**src/rtl/l4_flow_load_balancer_top_macros.svh**
```systemverilog
// Assertion macros used by the top-level RTL file.
`ifndef L4_FLOW_LOAD_BALANCER_TOP_MACROS_SVH
`define L4_FLOW_LOAD_BALANCER_TOP_MACROS_SVH
`ifndef SYNTHESIS
`define LB_ASSERT_IMP(label, clk_s, rst_s, ante, cons) \
    label: assert property (@(posedge clk_s) disable iff (!rst_s) (ante) |-> (cons)) \
        else $error("assertion failed");
`define LB_ASSERT_NEXT(label, clk_s, rst_s, ante, cons) \
    label: assert property (@(posedge clk_s) disable iff (!rst_s) (ante) |=> (cons)) \
        else $error("assertion failed");
`else
`define LB_ASSERT_IMP(label, clk_s, rst_s, ante, cons)
`define LB_ASSERT_NEXT(label, clk_s, rst_s, ante, cons)
`endif
`endif

```
**src/rtl/l4lb_ram.sv**
```systemverilog
`default_nettype none
module l4lb_ram #(
    parameter int WIDTH = 8,
    parameter int DEPTH = 16
) (
    input wire logic clk,
    input wire logic we,
    input wire logic [$clog2(DEPTH)-1:0] waddr,
    input wire logic [WIDTH-1:0] wdata,
    input wire logic [$clog2(DEPTH)-1:0] raddr,
    output logic [WIDTH-1:0] rdata
);
    logic [WIDTH-1:0] mem [DEPTH];

    // One write port, one registered read port.
    always_ff @(posedge clk)
    begin
        if (we)
        begin
            mem[waddr] <= wdata;
        end
        rdata <= mem[raddr];
    end
endmodule
`default_nettype wire

```
**config.mk**
```make
export PLATFORM = sky130hd
export DESIGN_NAME = l4lb_ram
export DESIGN_NICKNAME = d
export VERILOG_FILES = /design/src/rtl/l4_flow_load_balancer_top_macros.svh /design/src/rtl/l4lb_ram.sv
export SDC_FILE = /design/constraint.sdc
export NUM_CORES = 1
export LEC_CHECK = 0
export BUFFER_PORTS_ARGS = -buffer_cell sky130_fd_sc_hd__buf_2
export CAP_MARGIN = 20
export CORE_MARGIN = 8
export CORE_UTILIZATION = 35
export DETAILED_ROUTE_END_ITERATION = 8
export PLACE_DENSITY_LB_ADDON = 0.05
export SETUP_SLACK_MARGIN = 0.3
export SLEW_MARGIN = 20
export SYNTH_ARGS = -nofsm -noshare
export SYNTH_HDL_FRONTEND = slang
export SYNTH_SLANG_ARGS = --single-unit
```
**constraint.sdc**
```tcl
create_clock -name clk -period 2.4 [get_ports clk]
set_clock_uncertainty 0.05 [all_clocks]
set_input_delay 0.24 -clock clk [delete_from_list [all_inputs] [get_ports clk]]
set_output_delay 0.24 -clock clk [all_outputs]
set_load 0.1 [all_outputs]
```
**Yosys cells after proc, flatten, opt, wreduce, memory -nomap -nowiden**

Memory sizes are Yosys's and may differ from the RTL's. A register that Yosys moved wholly into a read port is not among the register bits.
Cells that the tools add are included.
Widths: inputs -> output; s select.

- Register bits: 0
- RAM bits: 128
- Input bits: 18
- Output and inout bits: 8
- Word-level logic and storage cells: 3
- Memories kept: 1

Memory list:

| name | words | bits a word | rd ports | clocked after memory_dff | wr ports | line | source |
|---|---|---|---|---|---|---|---|
| mem | 16 | 8 | 1 | 1 | 1 | l4lb_ram.sv:13 | `logic [WIDTH-1:0] mem [DEPTH];` |

- Multiplexer cells: 2

Operators by type and width:

| operator | number |
|---|---|
| $mux 1 | 2 |

**Depth between registers and ports, before layout**

- Word-level depth: 2
- Gate-level depth with buffers: 5
- Depth with buffers taken out: 3

**Worst setup path after synthesis**

No wires, ideal clock.

- Path kind: input to register
- Start point: input waddr[2]
- End point: memory mem[0][0] (enable)
- Setup time: 383 ps
- Arrival: 1,350 ps
- Required time: 1,967 ps
- Slack: 617 ps
- Stages: 2
- Buffers on the path: 0
- Path through: or3b_2 > nor3_1

RTL lines:

| what | line | source |
|---|---|---|
| start: declaration | l4lb_ram.sv:8 | `input wire logic [$clog2(DEPTH)-1:0] waddr,` |
| end: declaration | l4lb_ram.sv:13 |  |

No word-level cell before the write port.

**Worst setup path after layout**

- Start point: register rdata[4] (read register of mem)
- End point: output rdata[4]

RTL lines:

| what | line | source |
|---|---|---|
| start: declaration | l4lb_ram.sv:11 | `output logic [WIDTH-1:0] rdata` |

No word-level cell between the ends.

==> flow_summary.json <==
{
  "ff_latch_area_um2": 4000,
  "avgSynthCellArea_um2": 22.5,
  "clk_latency_ps": 410,
  "routabilityCongestion": 0.681,
  "drive_gt1_frac": 0.299,
  "min_path_type": "input port to flip-flop",
  "end_kind": "output port",
  "htree_levels": 4,
  "grt-ovfl-total": 0,
  "slew_headroom": 0.522,
  "syn_nets": 247,
  "p_leak_nw": 2.07,
  "clkSinkCount": 136,
  "yosysSeqAreaShare": 0.778,
  "path_class": "flip-flop to output port",
  "synth.area.top_cells": "edfxtp_1 75%, mux4_2 7.9%, mux4_1 7.1%, dfxtp_1 3.1%, a22oi_1 2.3%",
  "ios": 26,
  "outcome": "finished, final reports clean",
  "post-cts-setup-buffer-count": 0,
  "seqPwrFrac": 0.499,
  "area_growth_pct": 18.8,
  "cts_max_path_buffers": 2,
  "ir_drop_uv": 452,
  "stdcell_count": 478,
  "grt_antenna_before_repair": 1,
  "period_share": 0.643,
  "hold_violations": 0,
  "p_clk_frac": 0.433,
  "synth_cell_types": 19,
  "nets": 300,
  "multi_input_area_um2": 1060,
  "critPathBufInv": 1,
  "fp.dieW_um": 137,
  "powerDensity_nw_per_um2": 876,
  "cp_max_fo": 1,
  "grt_pass1_vias": 2589,
  "tritoncts": "yes",
  "slowest_delay_ps": 460,
  "min_period_ps": 1540,
  "worst_pin_slew_ps": 715,
  "wire_per_inst_um": 23.1,
  "yosysTopAreaCellShare": 0.747,
  "hold_slack_ps": 168,
  "postLayoutSetupSlackWorst_ps": 856,
  "synth_top_family_by_area": "multiplexers",
  "drc": 0,
  "preCtsSetupSlack_ps": 595,
  "worstPathRequired_ps": 2110,
  "die_area_um2": 18800,
  "dr_total_vias": 2399,
  "totalWireLength_um": 11000,
  "drt-initial-drc-count": 124,
  "grt_max_degree": 33,
  "synthCells": 229,
  "intPower_mw": 4.21,
  "start_util": 0.356,
  "netlist_area_um2": 5150,
  "synth-seq-cells": 136,
  "fill_cells": 1291,
  "rows": 44,
  "cap_violations": 0,
  "power.share.switching": 0.215,
  "critical_path_arrival_ps": 1250,
  "detail-route-antenna-nets": 0,
  "synthMuxAreaShare": 0.150,
  "synth_compound_area_frac": 0.0233,
  "cts_hold_buf": 0,
  "fin_setup_tns_ps": 0,
  "root_buffer": "clkbuf_16",
  "vias_per_cell": 5.02,
  "post-dp-hpwl_um": 6890,
  "die_h_um": 137,
  "synthXorXnorAreaFrac": 0,
  "clk_pin_slew_worst_paths_ps": 60,
  "core_area_um2": 14500,
  "yosys.area.top_type": "edfxtp_1",
  "setup_violations": 0,
  "p_sw_mw": 1.15,
  "fmax_mhz": 648,
  "synthSimpleGateAreaFrac": 0.0318,
  "cts_resized": 0,
  "synthAdderAreaFrac": 0,
  "ys_warn_count": 0,
  "slew_viol_final": 0,
  "grt_first_pass_wirelength_um": 16700,
  "cp-start-kind": "flip-flop",
  "crit_chain": "buf_2",
  "rsz0062_at_grt": "no",
  "io_buffers": 25,
  "cts_inserted_buffers": 17,
  "post-place-cells": 447,
  "antennaDiodeCount": 0,
  "firstDrtPassIters": 4,
  "crit_family": "buffers and inverters",
  "worst_path_max_delay_cell": "buf_2",
  "p_comb_frac": 0.068,
  "grt_use_total": 0.129
}
[metal layers]
metal / share of wire / up-vias / GRT usage
met5: 0.0011 / - / 0
met4: 0.015 / 2 / 0.0634
met3: 0.049 / 13 / 0.0332
met2: 0.46 / 53 / 0.192
met1: 0.48 / 1252 / 0.172
li1: - / 1079 / -
[cell type report]
type                       count  area share
sequential                   136       0.655
multi-input combinational     83       0.173
clock buffer                  27      0.0839
timing repair buffer          44      0.0479
tap                          184      0.0376
clock inverter                 4     0.00307
[cells in the mapped netlist]
| library cell | n |
|---|---|
| and2b_1 | 1 |
| or3b_2 | 1 |
| a22oi_1 | 16 |
| and2_1 | 1 |
| nor2b_1 | 1 |
| buf_2 | 3 |
| dfxtp_1 | 8 |
| mux4_2 | 18 |
| edfxtp_1 | 128 |
| nand3b_1 | 2 |
| nor3_1 | 4 |
| mux4_1 | 14 |
| clkdlybuf4s25_2 | 3 |
| buf_6 | 3 |
| nand3_1 | 1 |
| nand2b_1 | 2 |
| buf_4 | 1 |
| nor2_1 | 13 |
| nand2_1 | 9 |
[state kept, by name, indices dropped and copies added, names as in the netlist]
| signal | flops |
|---|---|
| mem | 128 |
| rdata | 8 |
[logic make-up after synthesis]
| group | Yosys count |
|---|---|
| flops | 136 |
| simple gates | 35 |
| compound gates | 16 |
| buf+inv | 10 |
| mux | 32 |
[power by group through the flow]
stage	Clock [mW]	Sequential (mW)	Combinational (mW)
2_1_floorplan	0	2.83	0.135
4_1_cts	2.37	2.67	0.376
6_report	2.32	2.67	0.365
3_5_place_dp	0	2.72	0.375
3_3_place_gp	0	2.72	0.373
5_1_grt	2.47	2.68	0.391
[metrics by stage]
| stage | power [mW] | area (um2) | util |
|---|---|---|---|
| final | 5.36 | 6120 | 0.422 |
| after global routing | 5.54 | 6120 | 0.422 |
| after CTS | 5.42 | 6120 | 0.422 |
| after detailed placement | 3.10 | 5580 | 0.386 |
| after global placement | 3.10 | 5580 | 0.386 |
| after floorplan | 2.97 | 5150 | - |
[path summary, 6_finish.rpt]
path	from	to	slack (ps)	depth (start not counted)
hold reg to reg	mem[14][1]	rdata[1]	620	3
setup reg to reg	mem[2][5]	rdata[5]	1030	3
setup / recovery	rdata[4]	rdata[4]	860	1
hold / removal	wdata[2]	mem[5][2]	170	1
[layout by cell type (no fill, tap or decap), types with 2 or more instances in the layout]
cell type	n
nor3_1	4
nand2b_1	2
dfxtp_1	8
nand3b_1	2
a22oi_1	16
clkbuf_1	5
clkbuf_8	5
buf_4	17
clkbuf_16	17
buf_12	2
edfxtp_1	128
clkinv_2	3
mux4_1	14
nand2_1	9
mux4_2	18
nor2_1	13
buf_2	25
(Power assumes the default switching activity.)
