`config.mk`:
```
export PLATFORM = sky130hd
export DESIGN_NAME = l4lb_picker
export DESIGN_NICKNAME = d
export VERILOG_FILES = /design/src/rtl/l4_flow_load_balancer_top_macros.svh /design/src/rtl/l4lb_pkg.sv /design/src/rtl/l4lb_picker.sv
export SDC_FILE = /design/constraint.sdc
export NUM_CORES = 1
export LEC_CHECK = 0
export ABC_AREA = 1
export BUFFER_PORTS_ARGS = -buffer_cell sky130_fd_sc_hd__buf_2
export CELL_PAD_IN_SITES_DETAIL_PLACEMENT = 0
export CELL_PAD_IN_SITES_GLOBAL_PLACEMENT = 1
export CORE_MARGIN = 2
export CORE_UTILIZATION = 43
export CTS_CLUSTER_SIZE = 14
export DETAILED_ROUTE_END_ITERATION = 8
export MAX_ROUTING_LAYER = met4
export PLACE_DENSITY = 0.94
export SETUP_SLACK_MARGIN = 0.15
export SYNTH_ARGS = -nofsm -noshare
export SYNTH_HDL_FRONTEND = slang
export SYNTH_SLANG_ARGS = --single-unit
export TNS_END_PERCENT = 20
```
`constraint.sdc`:
```
create_clock -name clk -period 3 [get_ports clk]
set_input_delay 0.15 -clock clk [delete_from_list [all_inputs] [get_ports clk]]
set_output_delay 0.15 -clock clk [all_outputs]
set_load 0.03 [all_outputs]
```
`src/rtl/l4_flow_load_balancer_top_macros.svh`:
```
// Assertion macros used by the top-level RTL file.
`ifndef L4_FLOW_LOAD_BALANCER_TOP_MACROS_SVH
`define L4_FLOW_LOAD_BALANCER_TOP_MACROS_SVH
`ifndef SYNTHESIS
`define LB_ASSERT_IMP(label, clk_s, rst_s, ante, cons) \
    label: assert property (@(posedge clk_s) disable iff (!rst_s) (ante) |-> (cons)) \
        else $error("assertion failed");
`define LB_ASSERT_NEXT(label, clk_s, rst_s, ante, cons) \
    label: assert property (@(posedge clk_s) disable iff (!rst_s) (ante) |=> (cons)) \
        else $error("assertion failed");
`else
`define LB_ASSERT_IMP(label, clk_s, rst_s, ante, cons)
`define LB_ASSERT_NEXT(label, clk_s, rst_s, ante, cons)
`endif
`endif

```
`src/rtl/l4lb_pkg.sv`:
```
`default_nettype none
package l4lb_pkg;
    localparam int FLOW_ENTRIES = 64;
    localparam int NUM_BACKENDS = 25;
    localparam int FIRST_BACKEND = 10;
    localparam int IDX_W = (FLOW_ENTRIES > 1) ? $clog2(FLOW_ENTRIES) : 1;
    localparam int CNT_W = $clog2(FLOW_ENTRIES + 1);
    localparam int KEY_W = 96;
    localparam int ENT_W = KEY_W + 8;
    localparam int BK_W = $clog2(NUM_BACKENDS + 1);

    localparam logic [1:0] ACT_ABORT = 2'd0;
    localparam logic [1:0] ACT_PASS = 2'd1;
    localparam logic [1:0] ACT_XMIT = 2'd2;

    localparam logic [2:0] REG_SUBNET = 3'd0;
    localparam logic [2:0] REG_CLIENT = 3'd1;
    localparam logic [2:0] REG_BALANCER = 3'd2;
    localparam logic [2:0] REG_BMAC = 3'd3;
    localparam logic [2:0] REG_DEFAULT = 3'd4;
    localparam logic [2:0] REG_MASK = 3'd5;
    localparam logic [2:0] REG_PORT = 3'd6;

    // Status handed from the backend picker to the sequencer.
    typedef struct packed {
        logic done;
        logic any;
        logic [7:0] host;
    } pick_status_t;
endpackage
`default_nettype wire

```
`src/rtl/l4lb_picker.sv`:
```
`default_nettype none
module l4lb_picker (
    input wire logic clk,
    input wire logic rst_n,
    input wire logic start,
    input wire logic [31:0] rnd,
    input wire logic [24:0] mask,
    output l4lb_pkg::pick_status_t status
);
    import l4lb_pkg::*;

    typedef enum logic [2:0] {P_IDLE, P_COUNT, P_MOD, P_SCAN, P_DONE} pstate_t;

    pstate_t state_reg, state_next;
    logic [4:0] k_reg, k_next;
    logic [BK_W-1:0] cnt_reg, cnt_next;
    logic [31:0] rem_reg, rem_next;
    logic [5:0] bit_reg, bit_next;
    logic [31:0] q_reg, q_next;
    logic [7:0] host_reg, host_next;
    logic [32:0] trial;
    logic mbit;

    assign mbit = (k_reg < 5'(NUM_BACKENDS)) ? mask[k_reg] : 1'b0;
    assign trial = {rem_reg, q_reg[31]} - {{(33-BK_W){1'b0}}, cnt_reg};

    assign status.done = (state_reg == P_DONE);
    assign status.any = (cnt_reg != '0);
    assign status.host = host_reg;

    // Count backends, restoring divide one bit a cycle, then scan for the pick.
    always_comb
    begin
        state_next = state_reg;
        k_next = k_reg;
        cnt_next = cnt_reg;
        rem_next = rem_reg;
        bit_next = bit_reg;
        q_next = q_reg;
        host_next = host_reg;
        case (state_reg)
            P_IDLE:
            begin
                if (start)
                begin
                    state_next = P_COUNT;
                    k_next = '0;
                    cnt_next = '0;
                    q_next = rnd;
                end
            end
            P_COUNT:
            begin
                cnt_next = cnt_reg + BK_W'(mbit);
                k_next = k_reg + 5'd1;
                if (k_reg == 5'(NUM_BACKENDS - 1))
                begin
                    state_next = P_MOD;
                    rem_next = '0;
                    bit_next = '0;
                end
            end
            P_MOD:
            begin
                if (cnt_reg == '0)
                begin
                    state_next = P_DONE;
                end
                else
                begin
                    if (!trial[32])
                    begin
                        rem_next = trial[31:0];
                    end
                    else
                    begin
                        rem_next = {rem_reg[30:0], q_reg[31]};
                    end
                    q_next = {q_reg[30:0], 1'b0};
                    bit_next = bit_reg + 6'd1;
                    if (bit_reg == 6'd31)
                    begin
                        state_next = P_SCAN;
                        k_next = '0;
                    end
                end
            end
            P_SCAN:
            begin
                k_next = k_reg + 5'd1;
                if (mbit)
                begin
                    if (rem_reg == '0)
                    begin
                        host_next = 8'(FIRST_BACKEND) + {3'b0, k_reg};
                        state_next = P_DONE;
                    end
                    rem_next = rem_reg - 32'd1;
                end
            end
            P_DONE:
            begin
                state_next = P_IDLE;
            end
            default:
            begin
                state_next = P_IDLE;
            end
        endcase
    end

    always_ff @(posedge clk or negedge rst_n)
    begin
        if (!rst_n)
        begin
            state_reg <= P_IDLE;
            k_reg <= '0;
            cnt_reg <= '0;
            rem_reg <= '0;
            bit_reg <= '0;
            q_reg <= '0;
            host_reg <= '0;
        end
        else
        begin
            state_reg <= state_next;
            k_reg <= k_next;
            cnt_reg <= cnt_next;
            rem_reg <= rem_next;
            bit_reg <= bit_next;
            q_reg <= q_next;
            host_reg <= host_next;
        end
    end
endmodule
`default_nettype wire

```
# Word-level counts from Yosys, hierarchy flattened
# Index checks and enable logic that the tools add are counted.
# op_classes
n_addsub	6
n_lt_le_gt_ge	2
n_eq_ne	13
n_mux	26
reduce_logical	17
# ops
operator	count
2-to-1 mux 32 bit	6
one-hot mux 32 bit (3 select lines)	1
one-hot mux 32 bit (2 select lines)	1
subtractor 33 x 5 -> 33 bit	1
zero test 32 bit	1
subtractor 32 x 1 -> 32 bit (second input constant)	1
2-to-1 mux 3 bit	6
2-to-1 mux 5 bit	3
one-hot mux 5 bit (3 select lines)	1
2-to-1 mux 6 bit	2
!= test 2 bit (second input constant)	6
one-hot mux 3 bit (4 select lines)	1
one-hot mux 6 bit (2 select lines)	1
one-hot mux 5 bit (2 select lines)	1
AND reduction 3 bit	3
AND reduction 4 bit	2
adder 4 x 5 -> 6 bit (first input constant)	1
adder 6 x 1 -> 6 bit (second input constant)	1
equality test 3 x 2 -> 1 bit (second input constant)	2
equality test 6 x 5 -> 1 bit (second input constant)	1
< comparator 5 x 6 -> 1 bit (second input constant)	1
nonzero test 2 bit	3
nonzero test 3 bit	2
adder 5 x 1 -> 5 bit	1
14 further kinds	15
# word_totals
reg_bits	91
in_bits	60
out_inout_bits	10
elab_cells	71

# Depth between registers and ports, before layout
# depth
ltp_word	5
ltp_mapped	17
depth_no_buf	17

# Worst setup path after synthesis
# No wires, ideal clock.
# synth_timing
path_type	register -> register
start	register cnt_reg[0]
end	register rem_reg[13]
setup_ns	0.117
t_arrival_ns	2.083
required_ns	2.883
setup_slack_ns	0.800
stages_incl_launch_ff	16
path_buffers	1
period_less_slack_ns	2.200
path_cell_list	dfrtp_1 ha_1 fa_1 inv_1 nand3_1 nand2_1 a21oi_4 nand2_2 nand2_8 nand2_8 buf_6 nand2_1 nand3_1 nand2_1 nand2_1 nand2_1
# synth_via
elab_chain_cells	4
word_cells_on_any_way	7
classes_between	add/sub: 1; eq/ne: 1; mux: 3; reduce/logical: 2
# synth_rtl
item	line_no	text
start, declared	l4lb_picker.sv:16	logic [BK_W-1:0] cnt_reg, cnt_next;
start signal, assigned	l4lb_picker.sv:128	cnt_reg <= cnt_next;
subtractor 33 x 5 -> 33 bit	l4lb_picker.sv:25	assign trial = {rem_reg, q_reg[31]} - {{(33-BK_W){1'b0}}, cnt_reg};
2-to-1 mux 32 bit	l4lb_picker.sv:71	if (!trial[32])
2-to-1 mux 32 bit	l4lb_picker.sv:65	if (cnt_reg == '0)
one-hot mux 32 bit (3 select lines)	l4lb_picker.sv:41	case (state_reg)
end signal, assigned	l4lb_picker.sv:129	rem_reg <= rem_next;
end, declared	l4lb_picker.sv:17	logic [31:0] rem_reg, rem_next;
# Parallel ways exist; a longest one is shown, timed or not. The select of a mux whose other input is x is not followed.
# A chain may end at the register's enable or synchronous reset.

# Final worst setup path
# layout_timing
start	register cnt_reg[0]
end	register rem_reg[21]
# The elaborated chain is that of the path after synthesis.

==> results.sh <==
export IMPL_post_synth_instance_area_um2=7050
export IMPL_setup_worst_path_start_class="register"
export IMPL_most_common_layout_cells="sky130_fd_sc_hd__nand2_1, sky130_fd_sc_hd__inv_1, sky130_fd_sc_hd__nand3_1, sky130_fd_sc_hd__dfrtp_1, sky130_fd_sc_hd__nor2_1"
export IMPL_status="complete, no violations"
export IMPL_setup_slack_ns=0.424
export IMPL_report_final_slew_viol_count=0
export IMPL_reg2reg_depth=15
export IMPL_floorplan_die_height_um=132
export IMPL_critical_path_slowest_cell="sky130_fd_sc_hd__dfrtp_1"
export IMPL_fin_setup_tns_ns=0
export IMPL_cts_root_buffer_cell="sky130_fd_sc_hd__clkbuf_16"
export IMPL_asyncSetResetFlopFracSynth=1.00
export IMPL_num_fill_cells=1664
export IMPL_layout_cells_most_common="sky130_fd_sc_hd__nand2_1"
export IMPL_detailedPlace_worstSlack_ns=0.361
export IMPL_multi_input_comb_area_um2=4060
export IMPL_avgRoutedWirePerCell_um=14.2
export IMPL_layout_core_utilization=0.495
export IMPL_ff_latch_count_synth=89
export IMPL_total_instance_count_after_detailed_placement=1359
export IMPL_hold_depth=3
export IMPL_number_of_enable_flip_flop_cells_after_synthesis=0
export IMPL_clkSinkCount=89
export IMPL_number_of_hold_slack_violations_in_the_final_timing_report=0
export IMPL_cts_htree_levels=3
export IMPL_remaining_drc_errors=0
export IMPL_setup_viol=0
export IMPL_initial_core_utilization=0.442
export IMPL_ff_latch_area_um2=2230
export IMPL_hpwl_mm=14.0
export IMPL_tritoncts="built"
export IMPL_grt_max_degree=65
export IMPL_critical_path_reg2reg_endpoint="rem_reg[21]"
export IMPL_gpl_final_weighted_congestion=1.03
export IMPL_min_from="rnd[14]"
export IMPL_max_freq_mhz=388
export IMPL_power_leakage_nw=4.22
export IMPL_mean_number_of_vias_per_cell=5.17
export IMPL_antenna_cells=0
export IMPL_grt_overflow_total=0
export IMPL_first_pass_grt_wire_length_mm=32.9
export IMPL_initialDrtViolationCount=490
export IMPL_cts_made_buffers=9
export IMPL_syn_area_per_cell_um2=6.37
export IMPL_max_clock_path_buffers=2
export IMPL_final_critical_path_required_period_ns=2.58
export IMPL_finish_cell_count_without_fillers=1377
export IMPL_rsz0062_at_grt="false"
export IMPL_wl_mm=19.5
export IMPL_grt_antenna_before_repair=0
export IMPL_synthCells=1106
export IMPL_yosysWarningCount=0
export IMPL_worst_ep_required_time_ns=3.30
export IMPL_worst_ir_drop_vdd_uv=634
export IMPL_dieWidth_um=132
export IMPL_ys_types=43
export IMPL_buffer_ports_inserted=67
export IMPL_count_of_nets_after_finishing=1231
export IMPL_vias_in_the_first_global_route=6707
export IMPL_synth_seq_area_share=0.316
export IMPL_max_capacitance_violation_count=0
export IMPL_slowest_delay_ns=0.41
export IMPL_critical_path_arrival_ns=2.88
export IMPL_slew_headroom=0.560
export IMPL_reg2reg_slack_ns=0.42
export IMPL_timing_critical_path_mode_cell="sky130_fd_sc_hd__nand2_1"
export IMPL_clock_skew_ns=0.00966
export IMPL_synth_top_flop_cell="sky130_fd_sc_hd__dfrtp_1"
export IMPL_crit_path_cell_trace="ha_1 > fa_1 > inv_1 > nand3_1 > nand2_1 > a21oi_4 > nand2_2 > nand2_8 > nand2_8 > inv_6 > nand2_1 > nand3_1 > nand2_1 > nand2_1 > nand2_1"
export IMPL_core_area_um2=15900
export IMPL_r2r_start="cnt_reg[0]"
export IMPL_ws_path_type="register to register"
export IMPL_hp_class="input port to register"
export IMPL_routed_via_count=7116
export IMPL_final_hold_worst_slack_ns=0.0454
export IMPL_cts_post_setup_buffers_inserted=0
export IMPL_num_rows=46
export IMPL_critical_path_max_fanout=20
export IMPL_drt_pre_antenna_iters=5
export IMPL_die_area_um2=17400
export IMPL_power_density_nw_per_um2=1330
export IMPL_area_growth_syn_to_layout_pct=11.9
export IMPL_route_antenna_remaining_nets=0
export IMPL_final_period_utilization=0.859
export IMPL_clock_latency_ns=0.36
export IMPL_path_clk_slew_ns=0.07
export IMPL_worst_setup_path_end_kind="register"
export IMPL_final_layout_size_suffix_gt1_frac=0.121
export IMPL_design_portCount=70
export IMPL_gr_usage_all_layers=0.236
export IMPL_worst_hold_endpoint="q_reg[14]"
export IMPL_tightestPinTransition_ns=0.654
## Yosys cell counts (2+ instances only)
master	instances	area, um^2
sky130_fd_sc_hd__ha_1	14	175
sky130_fd_sc_hd__nand3_1	123	616
sky130_fd_sc_hd__nand3_2	2	20.0
sky130_fd_sc_hd__clkbuf_1	12	45.0
sky130_fd_sc_hd__nand2_8	2	40.0
sky130_fd_sc_hd__buf_2	20	100
sky130_fd_sc_hd__nor2_4	3	33.8
sky130_fd_sc_hd__nand2_2	16	100
sky130_fd_sc_hd__nand2_1	373	1400
sky130_fd_sc_hd__or2_2	3	18.8
sky130_fd_sc_hd__o211ai_1	31	233
sky130_fd_sc_hd__xor2_1	16	140
sky130_fd_sc_hd__o21ai_0	75	375
sky130_fd_sc_hd__inv_1	136	510
sky130_fd_sc_hd__a21oi_1	28	140
sky130_fd_sc_hd__nor2_2	11	68.8
sky130_fd_sc_hd__nand4_1	14	87.6
sky130_fd_sc_hd__o22ai_1	2	12.5
sky130_fd_sc_hd__buf_4	4	30.0
sky130_fd_sc_hd__nor2_1	85	319
sky130_fd_sc_hd__nor3_1	7	35.0
sky130_fd_sc_hd__buf_6	4	45.0
sky130_fd_sc_hd__a31oi_1	2	12.5
sky130_fd_sc_hd__dfrtp_1	89	2230
sky130_fd_sc_hd__o21ai_1	11	55.1
sky130_fd_sc_hd__xnor2_1	3	26.3
sky130_fd_sc_hd__inv_2	4	15.0
## metal layers
metal / GRT usage / vias to the layer above / share of wire
li1: - / 3636 / -
met1: 0.320 / 3234 / 0.48
met2: 0.367 / 220 / 0.44
met3: 0.0331 / 26 / 0.065
met4: 0.0707 / 0 / 0.018
met5: - / - / 0
## power breakdown
part	total (mW)	internal (mW)	switching, mW	leakage (nW)
clock network	1.34	0.776	0.568	0.170
logic	7.07	2.12	4.94	2.89
registers	2.05	1.65	0.395	1.16
total	10.5	4.55	5.91	4.22
## worst max-delay path by stage
stage	startpoint	end	slack, ns
3_5_place_dp	cnt_reg[0]	rem_reg[21]	0.36
5_1_grt	cnt_reg[0]	rem_reg[21]	0.20
4_1_cts	cnt_reg[0]	rem_reg[31]	0.35
2_1_floorplan	cnt_reg[0]	rem_reg[13]	0.80
3_3_place_gp	cnt_reg[3]	rem_reg[20]	0.43
6_report	cnt_reg[0]	rem_reg[21]	0.42
## layout make-up
cell class / instances / area share
clock buffers: 10 / 0.0303
clock inverters: 6 / 0.0136
inverters: 142 / 0.0682
multi-input cells: 835 / 0.515
flip-flops and latches: 89 / 0.282
well taps: 216 / 0.0343
repair buffers: 79 / 0.0562
## repair_timing
item / 4_1_cts / 5_1_grt
resized for setup: 0 / 1
hold buffers: 1 / 0
hold endpoints to repair: 37 / 0
setup endpoints to repair: 0 / 7
## per-stage QoR
stage	instance area, um^2	power (mW)
2_1_floorplan	7050	7.38
3_3_place_gp	7520	8.96
3_5_place_dp	7520	9.00
4_1_cts	7870	10.4
5_1_grt	7890	11.5
6_report	7890	10.5
## critical path: cells and delay by family (launching register included)
family	cells	cell delay [ns]
simple gates	10	1.12
flops	1	0.41
buf+inv	2	0.22
compound gates	1	0.11
fa+ha+maj	2	0.64
## cells by family after synthesis
| group | Yosys count | share of synthesized area |
|---|---|---|
| buffers and inverters | 184 | 0.111 |
| AO/OA/AOI/OAI | 154 | 0.125 |
| XOR/XNOR | 19 | 0.0236 |
| flip-flops | 89 | 0.316 |
| AND/OR/NAND/NOR | 644 | 0.397 |
| adder cells (fa/ha/maj) | 15 | 0.0277 |
| other | 1 | 0.000532 |
Power figures use the tool's default switching activity.
